**config.mk**
```make
export PLATFORM = sky130hd
export DESIGN_NAME = substring_first_match_search_core
export DESIGN_NICKNAME = d
export VERILOG_FILES = /design/src/sv/sfms_pkg.sv /design/src/sv/substring_first_match_search_core.sv
export SDC_FILE = /design/constraint.sdc
export NUM_CORES = 1
export LEC_CHECK = 0
export ABC_AREA = 1
export BUFFER_PORTS_ARGS = -buffer_cell sky130_fd_sc_hd__buf_2
export CORE_MARGIN = 4
export CORE_UTILIZATION = 30
export CTS_CLUSTER_SIZE = 12
export DETAILED_ROUTE_END_ITERATION = 10
export PLACE_DENSITY_LB_ADDON = 0.3
export SKIP_CTS_REPAIR_TIMING = 1
export SYNTH_ARGS = -nofsm -noshare
export SYNTH_HDL_FRONTEND = slang
export SYNTH_SLANG_ARGS = --single-unit
export TNS_END_PERCENT = 100
```
**constraint.sdc**
```tcl
create_clock -name clock -period 14.4 [get_ports clock]
set_input_delay 2.88 -clock clock [delete_from_list [all_inputs] [get_ports clock]]
set_output_delay 2.88 -clock clock [all_outputs]
set_load 0.03 [all_outputs]
```
**src/sv/sfms_pkg.sv**
```systemverilog
// Package for the first-match substring search core: constants, types, helpers.
package sfms_pkg;

   localparam int unsigned MAX_PATTERN_DEF = 16;
   localparam int unsigned MAX_STRING_DEF  = 65536;
   localparam int unsigned PAT_BYTES       = 16;
   localparam int unsigned CSR_DATA_W      = 64;
   localparam int unsigned CSR_INDEX_W     = 2;
   localparam int unsigned PAT_LEN_W       = 5;
   localparam int unsigned INDEX_W         = 16;

   typedef enum logic [CSR_INDEX_W-1:0] {
      CSR_PATTERN_LOW  = 2'd0,
      CSR_PATTERN_HIGH = 2'd1,
      CSR_PATTERN_LEN  = 2'd2
   } csr_index_type;

   typedef logic [PAT_BYTES-1:0][7:0] pattern_type;

   function automatic logic [7:0] pat_byte(input pattern_type pat, input int unsigned i);
      logic [7:0] b;
      b = 8'd0;
      if (i < PAT_BYTES) begin
         b = pat[i[$clog2(PAT_BYTES)-1:0]];
      end
      return b;
   endfunction

endpackage

```
**src/sv/substring_first_match_search_core.sv**
```systemverilog
// Top level of the first-match substring search core.
//
// req_* carries a string one byte per transfer; req_tlast marks its final byte.
// csr_* writes the pattern registers: index 0 pattern bytes 0..7, index 1 bytes
// 8..15, index 2 pattern length (1..MAX_PATTERN). Write only while idle.
// rsp_* returns at most one result per string: tuser = found, tdata = start
// offset of the first match (0 when not found). A result appears when a match
// first completes, or at the last byte of a string with no match. Bytes after
// a match are consumed silently up to the last byte.
// A result is registered: the byte that causes it passes the input register,
// then the compare into the result register.
// Throughput: one byte per cycle; the window compare is a single parallel
// stage. When rsp_tready is low the result register holds, the input stage
// holds behind it, and req_tready drops once both are full.
// Reset (synchronous) empties both stages, clears the window, position and
// match flag, and sets the pattern to length 1, all bytes zero.
module substring_first_match_search_core #(
   parameter int unsigned MAX_PATTERN = sfms_pkg::MAX_PATTERN_DEF,
   parameter int unsigned MAX_STRING  = sfms_pkg::MAX_STRING_DEF
) (
   input  logic                                 clock,
   input  logic                                 reset,
   input  logic                                 req_tvalid,
   output logic                                 req_tready,
   input  logic [7:0]                           req_tdata,   // data_byte
   input  logic                                 req_tlast,   // last_byte
   output logic                                 rsp_tvalid,
   input  logic                                 rsp_tready,
   output logic [sfms_pkg::INDEX_W-1:0]         rsp_tdata,   // match_index
   output logic                                 rsp_tuser,   // found
   input  logic                                 csr_valid,
   output logic                                 csr_ready,
   input  logic [sfms_pkg::CSR_INDEX_W-1:0]     csr_index,
   input  logic [sfms_pkg::CSR_DATA_W-1:0]      csr_data
);
   import sfms_pkg::*;

   localparam int unsigned LEN_W  = $clog2(MAX_PATTERN + 1);
   localparam int unsigned IDX_W  = (MAX_PATTERN > 1) ? $clog2(MAX_PATTERN) : 1;
   localparam int unsigned POS_W  = $clog2(MAX_STRING + 2);
   localparam int unsigned DIFF_W = (POS_W > LEN_W) ? POS_W : LEN_W;

   // configuration registers
   logic [CSR_DATA_W-1:0] pat_low_ff, pat_high_ff;
   logic [PAT_LEN_W-1:0]  pat_len_ff;
   pattern_type           pattern;

   assign csr_ready = 1'b1;
   assign pattern   = pattern_type'({pat_high_ff, pat_low_ff});

   always_ff @(posedge clock) begin
      if (reset) begin
         pat_low_ff  <= '0;
         pat_high_ff <= '0;
         pat_len_ff  <= PAT_LEN_W'(1);
      end else if (csr_valid && csr_ready) begin
         case (csr_index_type'(csr_index))
            CSR_PATTERN_LOW:  pat_low_ff  <= csr_data;
            CSR_PATTERN_HIGH: pat_high_ff <= csr_data;
            CSR_PATTERN_LEN:  pat_len_ff  <= csr_data[PAT_LEN_W-1:0];
            default: ;
         endcase
      end
   end

   // input stage
   logic       s1_valid_ff, s1_valid_in;
   logic [7:0] s1_byte_ff;
   logic       s1_last_ff;
   logic       rsp_free, s1_go, req_take;

   assign rsp_free   = !rsp_valid_ff || rsp_tready;
   assign s1_go      = s1_valid_ff && rsp_free;
   assign req_tready = !s1_valid_ff || s1_go;
   assign req_take   = req_tvalid && req_tready;

   always_comb begin
      s1_valid_in = s1_valid_ff;
      if (req_take) begin
         s1_valid_in = 1'b1;
      end else if (s1_go) begin
         s1_valid_in = 1'b0;
      end
   end

   always_ff @(posedge clock) begin
      if (reset) begin
         s1_valid_ff <= 1'b0;
      end else begin
         s1_valid_ff <= s1_valid_in;
      end
   end

   always_ff @(posedge clock) begin
      if (req_take) begin
         s1_byte_ff <= req_tdata;
         s1_last_ff <= req_tlast;
      end
   end

   // string state
   logic [MAX_PATTERN-1:0][7:0] win_ff, win_in, win_new;
   logic [POS_W-1:0]            pos_ff, pos_in, pos_new;
   logic                        rep_ff, rep_in;
   logic [LEN_W-1:0]            len_eff;
   logic                        bytes_eq, match;
   logic [IDX_W-1:0]            sel;
   logic [DIFF_W-1:0]           diff;

   // result register
   logic               rsp_valid_ff, rsp_valid_in;
   logic               rsp_found_ff, rsp_found_in;
   logic [INDEX_W-1:0] rsp_index_ff, rsp_index_in;

   always_comb begin
      if (pat_len_ff == '0) begin
         len_eff = LEN_W'(1);
      end else if (32'(pat_len_ff) > MAX_PATTERN) begin
         len_eff = LEN_W'(MAX_PATTERN);
      end else begin
         len_eff = LEN_W'(pat_len_ff);
      end
   end

   always_comb begin
      win_new[0] = s1_byte_ff;
      for (int k = 1; k < MAX_PATTERN; k++) begin
         win_new[k] = win_ff[k-1];
      end
      pos_new = (32'(pos_ff) <= MAX_STRING) ? pos_ff + POS_W'(1) : pos_ff;
   end

   always_comb begin
      bytes_eq = 1'b1;
      sel      = '0;
      for (int unsigned i = 0; i < MAX_PATTERN; i++) begin
         sel = IDX_W'(len_eff - LEN_W'(1) - LEN_W'(i));
         if (LEN_W'(i) < len_eff && win_new[sel] != pat_byte(pattern, i)) begin
            bytes_eq = 1'b0;
         end
      end
      match = bytes_eq && (DIFF_W'(pos_new) >= DIFF_W'(len_eff))
              && (32'(pos_new) <= MAX_STRING);
      diff  = DIFF_W'(pos_new) - DIFF_W'(len_eff);
   end

   always_comb begin
      win_in       = win_ff;
      pos_in       = pos_ff;
      rep_in       = rep_ff;
      rsp_valid_in = rsp_valid_ff && !rsp_tready;
      rsp_found_in = rsp_found_ff;
      rsp_index_in = rsp_index_ff;
      if (s1_go) begin
         if (!rep_ff) begin
            win_in = win_new;
            pos_in = pos_new;
            if (match) begin
               rep_in       = 1'b1;
               rsp_valid_in = 1'b1;
               rsp_found_in = 1'b1;
               rsp_index_in = INDEX_W'(diff);
            end else if (s1_last_ff) begin
               rsp_valid_in = 1'b1;
               rsp_found_in = 1'b0;
               rsp_index_in = '0;
            end
         end
         if (s1_last_ff) begin
            win_in = '0;
            pos_in = '0;
            rep_in = 1'b0;
         end
      end
   end

   always_ff @(posedge clock) begin
      if (reset) begin
         win_ff       <= '0;
         pos_ff       <= '0;
         rep_ff       <= 1'b0;
         rsp_valid_ff <= 1'b0;
      end else begin
         win_ff       <= win_in;
         pos_ff       <= pos_in;
         rep_ff       <= rep_in;
         rsp_valid_ff <= rsp_valid_in;
      end
   end

   always_ff @(posedge clock) begin
      rsp_found_ff <= rsp_found_in;
      rsp_index_ff <= rsp_index_in;
   end

   assign rsp_tvalid = rsp_valid_ff;
   assign rsp_tuser  = rsp_found_ff;
   assign rsp_tdata  = rsp_index_ff;

endmodule

```
# After elaboration in Yosys (flattened, before gate mapping)
# Cells that the tools add are included.
[totals] out_inout_bits=20 input_bits=80 reg_bits=299 word_cells=202
[classes] mux=67 n_bitwise=1 eq_ne=19 n_reduce_logical=35 n_lt_le_gt_ge=36 addsub=18
[ops] op="binary-select mux 8 bit (select 4 bit)" n=16
[ops] op="2-to-1 mux 120 bit" n=2
[ops] op="2-to-1 mux 8 bit" n=16
[ops] op="inequality test 8 bit" n=16
[ops] op="< comparator 4 x 5 -> 1 bit (second input constant)" n=16
[ops] op="2-to-1 mux 17 bit" n=3
[ops] op="< comparator 4 x 5 -> 1 bit (first input constant)" n=8
[ops] op="<= comparator 17 bit (second input constant)" n=2
[ops] op="2-to-1 mux 16 bit" n=2
[ops] op="subtractor 4 bit (second input constant)" n=8
[ops] op="2-to-1 mux 1 bit" n=26
[ops] op="logical AND 1 bit" n=21
[ops] op="< comparator 3 x 5 -> 1 bit (first input constant)" n=4
[ops] op="adder 17 x 1 -> 17 bit (second input constant)" n=1
[ops] op="greater-or-equal comparator 17 x 5 -> 1 bit" n=1
[ops] op="subtractor 16 x 5 -> 16 bit" n=1
[ops] op="subtractor 4 x 3 -> 4 bit (second input constant)" n=4
[ops] op="< comparator 1 x 5 -> 1 bit (first input constant)" n=2
[ops] op="< comparator 2 x 5 -> 1 bit (first input constant)" n=2
[ops] op="2-to-1 mux 5 bit" n=2
[ops] op="AND reduction 2 bit" n=4
[ops] op="subtractor 4 x 1 -> 4 bit (second input constant)" n=2
[ops] op="subtractor 4 x 2 -> 4 bit (second input constant)" n=2
[ops] op="> comparator 5 bit (second input constant)" n=1
[ops] op="other kinds (10)" n=14

# Logic depth before layout (Yosys ltp)
# Gate-level depths: netlist (run 1).
[depth] word_depth=29 ltp_mapped=32 ltp_nobuf=30

# Least setup slack after synthesis (run 1)
# OpenSTA, ideal clock, no wires.
[synth_timing] path_kind="input to output" startpoint="input rsp_tready" endpoint="output req_tready" t_arrival_ps=3212 n_path_buf=0 required_ps=11520 slack_ps=8308 stages=2 cell_sequence="nor2_1 -> nand2_1"
[synth_between] elab_chain_len=3
[synth_rtl] element="from (decl)" line="substring_first_match_search_core.sv:28" rtl="input logic rsp_tready,"
[synth_rtl] element="logical OR 1 bit" line="substring_first_match_search_core.sv:72" rtl="assign rsp_free = !rsp_valid_ff || rsp_tready;"
[synth_rtl] element="logical AND 1 bit" line="substring_first_match_search_core.sv:73" rtl="assign s1_go = s1_valid_ff && rsp_free;"
[synth_rtl] element="logical OR 1 bit" line="substring_first_match_search_core.sv:74" rtl="assign req_tready = !s1_valid_ff || s1_go;"
[synth_rtl] element="to (decl)" line="substring_first_match_search_core.sv:24" rtl="output logic req_tready,"
# No other way between the ends.

# Worst setup path in the final report (run 1)
[layout_timing] startpoint="register pat_len_ff[4]" endpoint="register rsp_index_ff[8] (netlist: rsp_tdata[8]), enable pin"
[layout_between] elab_chain_len=28 word_cells_on_any_way=121 cone_classes="add/sub (16); order compare (18); eq/ne (16); mux (50); reduce/logical (21)"
[layout_rtl] element="from (decl)" line="substring_first_match_search_core.sv:45" rtl="logic [PAT_LEN_W-1:0] pat_len_ff;"
[layout_rtl] element="from (signal assigned)" line="substring_first_match_search_core.sv:60" rtl="CSR_PATTERN_LEN: pat_len_ff <= csr_data[PAT_LEN_W-1:0];"
[layout_rtl] element="> comparator 5 bit" line="substring_first_match_search_core.sv:118" rtl="end else if (32'(pat_len_ff) > MAX_PATTERN) begin"
[layout_rtl] element="2-to-1 mux 5 bit" line="substring_first_match_search_core.sv:118"
[layout_rtl] element="2-to-1 mux 5 bit *" line="substring_first_match_search_core.sv:116" rtl="if (pat_len_ff == '0) begin"
[layout_rtl] element="subtractor 4 x 1 -> 4 bit" line="substring_first_match_search_core.sv:137" rtl="sel = IDX_W'(len_eff - LEN_W'(1) - LEN_W'(i));"
[layout_rtl] element="subtractor 4 x 1 -> 4 bit / binary-select mux 8 bit (select 4 bit) (equally long branches)" line="substring_first_match_search_core.sv:137, substring_first_match_search_core.sv:138"
[layout_rtl] element="binary-select mux 8 bit (select 4 bit) / 2-to-1 mux 8 bit (equally long branches)" line="substring_first_match_search_core.sv:138" rtl="if (LEN_W'(i) < len_eff && win_new[sel] != pat_byte(pattern, i)) begin"
[layout_rtl] element="2-to-1 mux 8 bit (not written as such) / inequality test 8 bit (equally long branches)" line="substring_first_match_search_core.sv:138"
[layout_rtl] element="inequality test 8 bit / logical AND 1 bit (equally long branches)" line="substring_first_match_search_core.sv:138"
[layout_rtl] element="logical AND 1 bit / 2-to-1 mux 1 bit (equally long branches)" line="substring_first_match_search_core.sv:138"
[layout_rtl] element="2-to-1 mux 1 bit (15 in series)" line="substring_first_match_search_core.sv:138"
[layout_rtl] element="logical AND 1 bit *" line="substring_first_match_search_core.sv:142" rtl="match = bytes_eq && (DIFF_W'(pos_new) >= DIFF_W'(len_eff))"
[layout_rtl] element="logical AND 1 bit *" line="substring_first_match_search_core.sv:143" rtl="&& (32'(pos_new) <= MAX_STRING);"
[layout_rtl] element="nonzero test 2 bit (no line) *"
[layout_rtl] element="AND reduction 3 bit (no line) *"
[layout_rtl] element="to (signal assigned)" line="substring_first_match_search_core.sv:193" rtl="rsp_index_ff <= rsp_index_in;"
[layout_rtl] element="to (decl)" line="substring_first_match_search_core.sv:113" rtl="logic [INDEX_W-1:0] rsp_index_ff, rsp_index_in;"
# Mark *: on every way between the ends. The rest lies on a longest branch, timed or not. The select of a mux whose other input is x is not followed.
# A chain may end at the register's enable or synchronous reset.

==> results of run 1 <==
[flip-flops by register name, summed over array words and instances (netlist names)]
| register | count |
|---|---|
| s1_last_ff | 1 |
| pat_len_ff | 5 |
| s1_byte_ff | 8 |
| rsp_tuser | 1 |
| rep_ff | 1 |
| pat_low_ff | 64 |
| pat_high_ff | 64 |
| win_ff | 120 |
| s1_valid_ff | 1 |
| rsp_tdata | 16 |
| pos_ff | 17 |
| rsp_tvalid | 1 |
[cell usage after synthesis, types with 3 or more instances]
cell	instances	area, um^2
buf_2	31	155
edfxtp_1	26	781
nor3b_1	3	22.5
inv_1	262	983
buf_6	3	33.8
nand2_2	11	68.8
nand4_1	4	25.0
or2_2	5	31.3
dfxtp_1	273	5470
buf_1	27	101
nand3b_1	57	428
buf_4	14	105
xor2_1	30	263
nand2_1	1501	5630
a21oi_1	219	1100
nand3_1	746	3730
nor2_1	224	841
nand2_4	3	33.8
o21ai_1	9	45.0
clkbuf_1	135	507
nor3_1	9	45.0
inv_2	5	18.8
o21ai_0	147	736
ha_1	18	225
o211ai_1	3	22.5
[cell families (layout without fill, tap and decap cells)]
| kind of cell | count (synthesis) | in the layout | synth area share [%] |
|---|---|---|---|
| simple gates | 2568 | 2568 | 50.6 |
| buf+inv | 479 | 467 | 8.89 |
| compound gates | 383 | 383 | 9.01 |
| flops | 299 | 299 | 29.0 |
| xor+xnor | 31 | 31 | 1.30 |
| fa+ha+maj | 19 | 19 | 1.14 |
| other cells | 1 | 3 | 0.0174 |
[cells in the final DEF (no fill, tap or decap), types with 3 or more instances in the layout]
| cell | count |
|---|---|
| clkinv_4 | 3 |
| buf_4 | 29 |
| a21oi_1 | 219 |
| clkbuf_8 | 6 |
| ha_1 | 17 |
| nor3_1 | 7 |
| clkinv_1 | 3 |
| nor2_1 | 222 |
| inv_1 | 257 |
| clkinvlp_4 | 3 |
| bufinv_16 | 8 |
| o21ai_1 | 9 |
| o211ai_1 | 3 |
| buf_2 | 97 |
| or2_2 | 5 |
| inv_2 | 7 |
| clkbuf_16 | 40 |
| o21ai_0 | 147 |
| nand2_4 | 4 |
| nand4_1 | 4 |
| nor3b_1 | 3 |
| clkinv_2 | 5 |
| clkbuf_1 | 4 |
| nand3_1 | 746 |
| nand3b_1 | 57 |
| xor2_1 | 30 |
| dfxtp_1 | 273 |
| edfxtp_1 | 26 |
| nand2_2 | 12 |
| nand2_1 | 1499 |
[metrics by stage]
stage	util (%)	worst slack (ns)
after floorplan	-	8.31
after global placement	31.9	7.79
after detailed placement	31.9	7.69
after CTS	34.0	7.66
after global routing	34.0	7.11
final	34.0	7.59
[power groups by stage]
stage                     Clock [mW]  Sequential, mW  Combinational (mW)
final                           1.10           0.883               0.895
after global routing            1.16           0.885               0.998
after CTS                       1.13           0.883               0.879
after detailed placement           0           0.901               0.876
after global placement             0           0.901               0.875
after floorplan                    0           0.892               0.624
[metal layers]
metal | part of all wire, % | wire (um)
met3 | 10 | 9110
met2 | 41 | 36600
met5 | 0.015 | 13
met4 | 5.0 | 4390
met1 | 43 | 38200
[critical path, delay by kind of cell (launching register included)]
kind / cells / cell delay, ns
AOI/OAI and AO/OA: 1 / 0.19
adders and majority gates: 2 / 1.19
buffers and inverters: 6 / 2.24
DFF: 1 / 0.40
and+or+nand+nor: 15 / 2.29
[area by class of cell]
cell class              instances  share of cell area [%]
multi-input cells            3002                    55.9
clock inverters                22                    1.44
repair buffers                126                    2.93
flip-flops and latches        299                    26.0
inverters                     269                    4.24
diodes                          2                  0.0208
clock buffers                  50                    4.58
well taps                     940                    4.90
[final timing paths]
kind,slack [ns],depth (start not counted),from,end
worst max-delay path,7.59,24,pat_len_ff[4],rsp_tdata[8]
worst min-delay path,0.45,2,rep_ff,rep_ff
worst max register to register,7.59,24,pat_len_ff[4],rsp_tdata[8]
worst min register to register,0.45,2,rep_ff,rep_ff
==> summary.txt, run 1 <==
Power
  – Combinational power share: 31.1%
  – Max VDD drop: 0.137 mV
  – Pwr Density: around 120 nW/um^2
  – Sw Pwr: 1.09 mW
  – Sw Ratio: between 30% and 40%
  – Sequential Power Share: 30.6%
  – Power Total: between 2 and 3 mW
  – Clock network power share: 38.3%
  – Power Internal: 1.79 mW
  – Leak Pwr: ~11 nW

Finish
  – Fill cells: approximately 8000
  – Final #Nets: 3836
  – Sequential cell area: 6250 um^2
  – Fin cells: 4710
  – Fraction of layout cells with a size suffix above 1: 6.29%
  – Multi-input logic area: 13400 um^2
  – Post-Layout Inst Area: 24000 um^2
  – Area Overhead vs Synth: 11.5%

Die
  – Starting Density: between 30% and 40%
  – Cell row count: 97
  – Die height: 276 um
  – Die area: 76100 um^2
  – CORE AREA: 70600 um^2
  – Width of the chip: 276 um
  – # IOs: 100

Timing
  – Relative slew slack: 26.7%
  – Measured slew at the worst slew-check pin: ~1.1 ns
  – Final hold violation count: 0
  – Final worst path period share: 47.3%
  – Achievable Freq: 147 MHz
  – Slew Viols, Final: 0
  – WHS: 0.445 ns
  – Setup Total Neg Slack: 0 ns
  – RSZ-0062 raised after global routing: false
  – Final setup vio count: 0
  – Fin crit period: 6.81 ns
  – Clk_skew: 0.0397 ns

Worst setup path
  – Critical Path Sink Type: flip-flop
  – Delay of the slowest cell on the worst path: roughly 0.95 ns
  – Crit path required time: 14.59 ns
  – Crit path max fanout: 70
  – Slowest CP cell: ha_2
  – WP data arrival: ~7.0 ns
  – CP Cell Sequence: nor2_4 -> buf_4 -> inv_2 -> ha_2 -> buf_4 -> ha_1 -> inv_1 -> o21ai_2 -> nand2_1 -> nand2_1 -> nand3_1 -> nand3_1 -> nand2_1 -> nor2_1 -> nand2_1 -> nor2_1 -> nand3_1 -> nand2_1 -> inv_1 -> nor2_1 -> nand2_2 -> nand2_1 -> nand2_1 -> inv_1
  – CP Class: flip-flop to flip-flop
  – Most frequent CP cell: nand2_1
  – CP Launch Type: flip-flop

Clock tree
  – Clock latency on the worst-skew pair: 0.59 ns
  – Root Buffer: clkbuf_16
  – H-tree lvl count: 2
  – CTS Buffer Depth: 3
  – CTS tree: built
  – Clk sink count: 299
  – Num CTS Buffers: 39
  – Clock-pin slew on the worst setup and hold paths: approximately 0.060 ns

Global routing
  – GRT Total Usage: 22.6%
  – Initial antenna violation count: 2
  – Grt total ovfl: 0
  – First-pass GRT wire length: 133 mm
  – Vias in the first global route: 21973
  – Met2 Use GR: 33.8%
  – Largest net degree at the start of global routing: 99
  – GRT Max-Usage Layer: met2
  – Met3 GRT Util: 5.47%
  – Met1 Resource Use GR: 31.1%

Logic synthesis
  – Post-Syn Nets: 3879
  – Ys async rst share: 0%
  – FF+latch count, synth: 299
  – Post-Syn Area: between 20000 and 25000 um^2
  – Top FF cell, synth: dfxtp_1
  – Syn Inst Count: 3780
  – Post-synthesis sequential area ratio: 29.0%
  – Synth cell types: 37
  – EDFF count, synth: 26
  – Yosys Warn Count: 0
  – Syn Area/Cell: 5.70 um^2

Min path
  – Worst hold path type: flip-flop to flip-flop

Place
  – Placed Cells incl. Taps: 4636
  – Port buffer count: 98
  – Routability cong.: just under 1
  – DPL Wire Length: 63.9 mm
  – Placed cell areas: roughly 23000 um^2

Drt
  – DRC violations left: 0
  – First DRT Iteration DRCs: 2834
  – DRT Pass-1 Iters: 9
  – Vias per cell: around 5.2
  – Post-DR wirelength/cell: 18.8 um
  – Via count: 24594
  – Total Wirelength: 88.3 mm
  – DRT antenna net count: 0

Run status
  – Outcome: finished, final reports clean

Run
  – MaxCap Viol Count: 0
No activity file was read; power rests on OpenSTA's default activity.
==> inputs of run 2 (changes only) <==
==> constraint.sdc (replaced) <==
create_clock -name clock -period 6.8 [get_ports clock]
set_input_delay 1.36 -clock clock [delete_from_list [all_inputs] [get_ports clock]]
set_output_delay 1.36 -clock clock [all_outputs]
set_load 0.03 [all_outputs]
==> summary.txt, run 2 (same netlist as run 1, synthesis figures left out) <==
Die
  – Starting Density: 30.5% (unchanged)
  – Width of the chip: 276 um (unchanged)
  – # IOs: 100 (unchanged)
  – Cell row count: 97 (unchanged)
  – CORE AREA: 70600 um^2 (unchanged)
  – Die height: 276 um (unchanged)
  – Die area: 76100 um^2 (unchanged)

Drt
  – Total Wirelength: 88.1 mm (was 88.3 mm)
  – Vias per cell: 5.23 (was 5.22)
  – Via count: 24628 (was 24594)
  – DRT Pass-1 Iters: 6 (was 9)
  – First DRT Iteration DRCs: 3013 (was 2834)
  – DRC violations left: 0 (unchanged)
  – Post-DR wirelength/cell: 18.7 um (was 18.8 um)
  – DRT antenna net count: 0 (unchanged)

Timing
  – Relative slew slack: 29.7% (was 26.7%)
  – RSZ-0062 raised after global routing: false (unchanged)
  – Measured slew at the worst slew-check pin: 1.05 ns (was 1.10 ns)
  – Final hold violation count: 0 (unchanged)
  – Final setup vio count: 0 (unchanged)
  – Fin crit period: 5.73 ns (was 6.81 ns)
  – Achievable Freq: 174 MHz (was 147 MHz)
  – Slew Viols, Final: 0 (unchanged)
  – Clk_skew: 0.0453 ns (was 0.0397 ns)
  – Setup Total Neg Slack: 0 ns (unchanged)
  – Final worst path period share: 84.3% (was 47.3%)

Place
  – Placed Cells incl. Taps: 4646 (was 4636)
  – Placed cell areas: 22700 um^2 (was 22600 um^2)
  – Routability cong.: 0.998 (was 0.984)
  – DPL Wire Length: 64.1 mm (was 63.9 mm)
  – Port buffer count: 98 (unchanged)

Clock tree
  – CTS Buffer Depth: 3 (unchanged)
  – H-tree lvl count: 2 (unchanged)
  – Clock-pin slew on the worst setup and hold paths: 0.06 ns (about the same)
  – Root Buffer: clkbuf_16 (unchanged)
  – Num CTS Buffers: 38 (was 39)
  – Clock latency on the worst-skew pair: 0.59 ns (about the same)
  – CTS tree: built (unchanged)
  – Clk sink count: 299 (unchanged)

Power
  – Max VDD drop: 0.197 mV (was 0.137 mV)
  – Leak Pwr: 11.1 nW (about the same)
  – Pwr Density: 248 nW/um^2 (was 120 nW/um^2)

Worst setup path
  – Crit path required time: 6.98 ns (was 14.59 ns)
  – WP data arrival: 5.91 ns (was 7.01 ns)
  – Crit path max fanout: 35 (was 70)
  – Reg2reg path depth: 25 (was 24)
  – Most frequent CP cell: nand2_1 (unchanged)
  – Crit path depth: 25 (was 24)
  – CP Launch Type: flip-flop (unchanged)
  – Delay of the slowest cell on the worst path: 0.57 ns (was 0.95 ns)
  – Slowest CP cell: ha_2 (unchanged)
  – Bufs and invs on worst path: 5 (was 6)
  – Delay-heaviest family, CP: simple AND/OR/NAND/NOR gates (unchanged)
  – End point of the critical path: rsp_tdata[10] (was rsp_tdata[8])
  – Critical Path Sink Type: flip-flop (unchanged)
  – CP Class: flip-flop to flip-flop (unchanged)
  – R2r setup slk: 1.07 ns (was 7.59 ns)
  – Crit path launch: pat_len_ff[4] (unchanged)
  – R2r endpoint: rsp_tdata[10] (was rsp_tdata[8])
  – Reg2reg start: pat_len_ff[4] (unchanged)

Finish
  – Commonest non-fill, non-tap cell in the layout: nand2_1 (unchanged)
  – Final #Nets: 3845 (was 3836)
  – Fill cells: 7837 (was 7948)
  – Sequential cell area: 6250 um^2 (unchanged)
  – Fin cells: 4713 (was 4710)
  – Post-Layout Inst Area: 24000 um^2 (about the same)
  – Multi-input logic area: 13400 um^2 (unchanged)
  – Largest reg by FF count: win_ff (unchanged)
  – Largest registers: win_ff x120, pat_high_ff x64, pat_low_ff x64 (unchanged)
  – Fraction of layout cells with a size suffix above 1: 6.39% (was 6.29%)
  – Area Overhead vs Synth: 11.3% (was 11.5%)
  – N_diodes: 0 (was 2)
  – Largest register FFs: 120 (unchanged)
  – Most frequent cells in the layout: 1499 x nand2_1, 746 x nand3_1, 273 x dfxtp_1, 257 x inv_1, 222 x nor2_1 (unchanged)

Min path
  – Hold wc startpoint: rep_ff (unchanged)
  – Worst hold path type: flip-flop to flip-flop (unchanged)

Global routing
  – GRT Total Usage: 22.3% (was 22.6%)
  – First-pass GRT wire length: 132 mm (was 133 mm)
  – Initial antenna violation count: 0 (was 2)
  – Vias in the first global route: 21532 (was 21973)
  – Largest net degree at the start of global routing: 123 (was 99)
  – Grt total ovfl: 0 (unchanged)

Run
  – MaxCap Viol Count: 0 (unchanged)

Run status
  – Outcome: finished, final reports clean (unchanged)
-- run 2: changes by cell type in the layout (fill, tap and decap cells not counted), moves of 3 or more --
cell,delta
buf_4,+8
bufinv_16,-4
clkbuf_1,+3
clkbuf_8,+3
clkinv_4,-3
-- run 2: cell type report --
class                           instances  share of cell area, %
Tap cell                              940                   4.91
Inverter                              269                   4.24
Sequential cell                       299                   26.1
Multi-Input combinational cell       3002                   56.0
Timing Repair Buffer                  136                   3.35
Clock buffer                           55                   4.70
Clock inverter                         12                  0.762
-- run 2: per-stage QoR --
step / utilization [%] / setup slack, ns / power, mW / hold WS, ns
after floorplan: - / 2.14 / 3.21 / 0.426
after global placement: 32.1 / 1.17 / 3.78 / 0.441
after detailed placement: 32.1 / 1.13 / 3.78 / 0.445
after CTS: 33.9 / 1.09 / 5.97 / 0.453
after global routing: 33.9 / 0.596 / 6.28 / 0.468
final: 33.9 / 1.07 / 5.96 / 0.451
-- run 2: how the worst min path moves through the flow --
stage,endpoint,cells past startpoint,slack [ns]
4_1_cts,rep_ff,2,0.45
6_report,rep_ff,2,0.45
3_3_place_gp,rep_ff,2,0.44
3_5_place_dp,rep_ff,2,0.45
2_1_floorplan,rep_ff,2,0.43
5_1_grt,rep_ff,2,0.47
-- run 2: power by group --
| part | switching, mW | internal [mW] |
|---|---|---|
| sequential | 0.0441 | 1.83 |
| combinational | 1.39 | 0.532 |
| clock | 0.862 | 1.31 |
-- run 2: per-layer routing --
layer	global-route usage (%)	vias to the layer above	part of all wire, %
li1	-	12147	-
met1	30.9	11302	44
met2	34.2	1039	43
met3	5.10	140	9.7
met4	7.82	0	4.0
met5	0	-	0
-- run 2: tightest hold or removal path: stages, from the launching register on --
cell     delay, ns
dfxtp_1       0.31
inv_1         0.05
a21oi_1       0.05
